<file path="src/design/aes128_cbc_cipher_unit_defines.svh">
// ----------------------------------------------------------------------------
// AES-128 CBC cipher unit assertion macros
// Shared property macros for the cipher unit checks.
// ----------------------------------------------------------------------------
`ifndef AES128_CBC_CIPHER_UNIT_DEFINES_SVH
`define AES128_CBC_CIPHER_UNIT_DEFINES_SVH

// Implication check with an asynchronous active-low reset.
`define ACU_ASSERT_IMPL(label, clk_sig, rst_n, ante, cons, msg) \
	label: assert property (@(posedge clk_sig) disable iff (!rst_n) (ante) |-> (cons)) \
		else $error(msg);

// Next-cycle implication check.
`define ACU_ASSERT_NEXT(label, clk_sig, rst_n, ante, cons, msg) \
	label: assert property (@(posedge clk_sig) disable iff (!rst_n) (ante) |=> (cons)) \
		else $error(msg);

`endif

</file>
<file path="src/design/acu_ram.sv">
// ----------------------------------------------------------------------------
// Generic simple dual-port RAM
// One write port and one read port with registered read data.
// ----------------------------------------------------------------------------
`default_nettype none

module acu_ram #(
	parameter int unsigned WIDTH = 128,
	parameter int unsigned DEPTH = 11,
	parameter int unsigned ADDR_W = (DEPTH > 1) ? $clog2(DEPTH) : 1
) (
	input  wire logic              clk,
	input  wire logic              wr_en,
	input  wire logic [ADDR_W-1:0] wr_addr,
	input  wire logic [WIDTH-1:0]  wr_data,
	input  wire logic [ADDR_W-1:0] rd_addr,
	output logic      [WIDTH-1:0]  rd_data
);

	logic [WIDTH-1:0] mem_q [DEPTH];

	always_ff @(posedge clk) begin
		if (wr_en) mem_q[wr_addr] <= wr_data;
		rd_data <= mem_q[rd_addr];
	end

endmodule

`default_nettype wire

</file>
<file path="config.mk">
export PLATFORM = sky130hd
export DESIGN_NAME = acu_ram
export DESIGN_NICKNAME = d
export VERILOG_FILES = /design/src/design/aes128_cbc_cipher_unit_defines.svh /design/src/design/acu_ram.sv
export SDC_FILE = /design/constraint.sdc
export NUM_CORES = 1
export LEC_CHECK = 0
export ABC_CLOCK_PERIOD_IN_PS = 22200
export BUFFER_PORTS_ARGS = -buffer_cell sky130_fd_sc_hd__buf_2
export CORE_UTILIZATION = 45
export CTS_CLUSTER_DIAMETER = 100
export DETAILED_ROUTE_END_ITERATION = 10
export PLACE_DENSITY = 0.64
export SLEW_MARGIN = 40
export SYNTH_ARGS = -nofsm -noshare
export SYNTH_HDL_FRONTEND = slang
export SYNTH_SLANG_ARGS = --single-unit
</file>
<file path="constraint.sdc">
create_clock -name clk -period 22.2 [get_ports clk]
set_clock_uncertainty 0.15 [all_clocks]
set_input_delay 1.11 -clock clk [delete_from_list [all_inputs] [get_ports clk]]
set_output_delay 1.11 -clock clk [all_outputs]
set_load 0.02 [all_outputs]
</file>
* Word-level counts from Yosys, hierarchy flattened
Memories as Yosys holds them, arrays and structs flattened. A register that Yosys moved wholly into a read port is not among the register bits.
Index checks and enable logic that the tools add are counted.
** Operators by class
- Multiplexer cells :: 2
** Operator list (count)
- 1-bit 2-to-1 mux :: 2
** Storage, ports and cells
- Memories :: 1
- Logic and storage cells :: 3
- Output and inout port bits :: 128
- Bits of input ports :: 138
- RAM bits :: 1408
- Register bits :: 0
** Memories
- mem_q :: words 11, bits a word 128, rd ports 1, clocked after Yosys merged registers in 1, wr ports 1, RTL line acu_ram.sv:20 : logic [WIDTH-1:0] mem_q [DEPTH];

* Logic depth before layout (Yosys ltp)
- Word-level depth :: 2
- Depth in mapped cells :: 6
- Mapped depth without buffers :: 3

* Worst setup path after synthesis
Ideal clock, no wire load.
- Path kind :: input -> register
- Start point :: in wr_addr[3]
- End point :: mem mem_q[0][0] (enable)
- Slack :: 11.012 ns
- Stages :: 2
- Path buffers :: 0
- Data required time :: 21.276 ns
- Arrival time :: 10.264 ns
- Path through :: or3b_2 nor3_1
** RTL lines
- start, declared :: RTL line acu_ram.sv:14 : input wire logic [ADDR_W-1:0] wr_addr,
- end, declared :: RTL line acu_ram.sv:20
No word-level cell before the write port.

==> metrics.yaml <==
grt_pass1_vias: 28900
ys.warnings.count: 0
wire_per_inst_um: 25.3
relSlewSlack_pct: 42.1
worstMarginPinSlew_ns: 0.868
nNetsFinal: 3463
path_delay_family: "buffers and inverters"
r2r_end: "rd_data[5]$_DFF_P_"
slew_violations: 0
fillers: 9990
syn_to_final_growth_pct: 14.7
core_area_um2: 126000
hold_viol_final: 0
place.gp.congestion: 0.710
cts_htree_levels: 4
hold_start: "mem_q[10][52]$_DFFE_PP_"
grt_pass1_wl_mm: 191
grt_max_degree: 144
drv_cap: 0
fin_crit_ns: 4.66
synthFlopType: "edfxtp_1"
p_int_mw: 4.83
dr.first_iter.drc_count: 2467
p_clk_share_pct: 41.6
synth_edf_count: 1408
ir_drop_mv: 0.0724
max_freq_ghz: 0.215
async_flop_share_pct: 0
path_class: "input port to register"
cts-hold-fix-buffers: 0
cts.sinks: 1536
cts_resized: 0
status: "completed"
ys_seq_area_share_pct: 78.0
syn_avg_cell_area_um2: 19.0
ys_ff_latch: 1536
antenna_found_initial: 36
netlist_area_um2: 57500
die_h_um: 359
fin_cells: 5123
crit_top_cell: "buf_6"
dp_hpwl_mm: 66.0
final.setup.tns_ns: 0
vias: 28700
via_per_inst: 5.60
cts_tree: "built"
crit_required_ns: 22.68
hold_class: "register to register"
drive_gt1_share_pct: 27.6
final_cell_mix: "edfxtp_1, mux2_2, buf_2"
initial_core_util_pct: 45.6
power_density_nw_per_um2: 93.2
syn_inst: 3021
root_buffer: "clkbuf_16"
fin_crit_sh_pct: 21.0
synth_cell_types: 20
slowest_stage: "buf_4"
track_usage_pct: 19.9
critPathLaunchType: "input port"
clk_pin_slew_ns: 0.06
critPathArrivalTime_ns: 5.14
p_sw_mw: 1.31
dieArea_um2: 129000
drc: 0
path_max_fanout: 86
p_sw_share_pct: 21.4
ant_nets: 0
numCtsBuffers: 159
overflow: 0
p_comb_share_pct: 5.4
multiInputGateArea_um2: 11700
p_seq_share_pct: 53.0
final_common_cell: "edfxtp_1"
finalWirelength_mm: 129
critPathMaxStageDelay_ns: 0.70
row_count: 130
crit_buf_inv: 5
endpoint_kind: "register"
hold_depth: 3
cts_setup_buffers: 0
drt-pass1-iter-count: 5
reg2reg_depth: 3
die_w_um: 359
reg2reg_from: "mem_q[3][5]$_DFFE_PP_"
finalSetupViolations: 0
io_pins: 266
postSynthNetCount: 3159
reg2reg_setup_slack_ns: 20.68
clk_latency_ns: 0.77
numPortBuffers: 265
cp.depth: 8
dp_cells: 4810
clock_path_buffers: 3
path_cells: "buf_8 -> buf_4 -> buf_6 -> buf_6 -> buf_6 -> mux2_2 -> o211ai_1 -> o31ai_1"
holdPathEnd: "rd_data[52]$_DFF_P_"
rsz0062_at_grt: "false"
p_leak_nw: 22.2
ff_latch_area_um2: 44800
==> per-layer routing <==
metal	track usage, %	vias to the layer above	wire (um)
li1	-	12800	-
met1	28.4	14900	58400
met2	30.7	750	59800
met3	5.03	185	9180
met4	4.49	40	1810
met5	0	-	267
==> stage by stage <==
| stage | worst slack, ns | area (um2) | hold WS (ns) | power [mW] | utilization, % |
|---|---|---|---|---|---|
| after floorplan | 11.01 | 57500 | 0.389 | 3.52 | - |
| after global placement | 15.99 | 60400 | 0.403 | 3.64 | 47.9 |
| after detailed placement | 16.73 | 60700 | 0.406 | 3.65 | 48.1 |
| after CTS | 17.56 | 65700 | 0.413 | 6.20 | 52.2 |
| after global routing | 17.33 | 65900 | 0.454 | 6.34 | 52.2 |
| final | 17.54 | 65900 | 0.414 | 6.14 | 52.3 |
==> power groups by stage <==
| stage | registers, mW | clock network (mW) | logic (mW) |
|---|---|---|---|
| finish | 3.26 | 2.56 | 0.329 |
| global route | 3.26 | 2.73 | 0.355 |
| CTS | 3.26 | 2.61 | 0.332 |
| detailed placement | 3.32 | 0 | 0.331 |
| global placement | 3.32 | 0 | 0.325 |
| floorplan | 3.35 | 0 | 0.170 |
==> synthesized netlist by cell type (3+ instances only) <==
cell type / n / share of area (%)
nand2b_1: 131 / 1.4
edfxtp_1: 1408 / 74
nor3_1: 3 / 0.026
nor2_1: 9 / 0.059
buf_2: 28 / 0.24
o31ai_1: 128 / 1.7
a22o_1: 128 / 2.0
o211ai_1: 128 / 1.7
dfxtp_1: 128 / 4.5
buf_1: 8 / 0.052
mux2i_1: 256 / 4.5
mux2_2: 384 / 7.5
buf_6: 13 / 0.25
clkbuf_1: 93 / 0.61
buf_4: 42 / 0.55
o22ai_1: 128 / 1.4
==> worst max-delay path by stage <==
stage,startpoint,to,slack (ns)
floorplan,wr_addr[3],mem_q[0][0]$_DFFE_PP_,11.01
global route,rd_addr[0],rd_data[95]$_DFF_P_,17.33
detailed placement,rd_addr[0],rd_data[84]$_DFF_P_,16.73
global placement,rd_addr[0],rd_data[85]$_DFF_P_,15.99
CTS,rd_addr[0],rd_data[81]$_DFF_P_,17.56
finish,rd_addr[0],rd_data[95]$_DFF_P_,17.54
==> state kept, by name, indices dropped and copies added (netlist names) <==
signal   count
mem_q     1408
rd_data    128
==> cells by family (layout without fill, tap and decap cells) <==
logic type,count (synthesis),after routing,share of synthesized area (%)
other,0,11,0
muxes,640,640,12.0
DFF,1536,1536,78.0
AOI/OAI and AO/OA,512,512,6.69
and+or+nand+nor,149,149,1.58
buffers and inverters,184,625,1.71
==> worst reg2reg max path, delay by kind of cell, from the launching register on <==
family	cells	cell delay, ns
AOI/OAI and AO/OA	2	0.79
DFF	1	0.33
muxes	1	0.07
==> final cells by class <==
type / count / area share (%)
Antenna cell: 11 / 0.0418
Clock buffer: 223 / 6.82
Clock inverter: 75 / 0.885
Multi-Input combinational cell: 1301 / 17.8
Sequential cell: 1536 / 68.1
Tap cell: 1650 / 3.13
Timing Repair Buffer: 327 / 3.22
(Power assumes the default switching activity.)
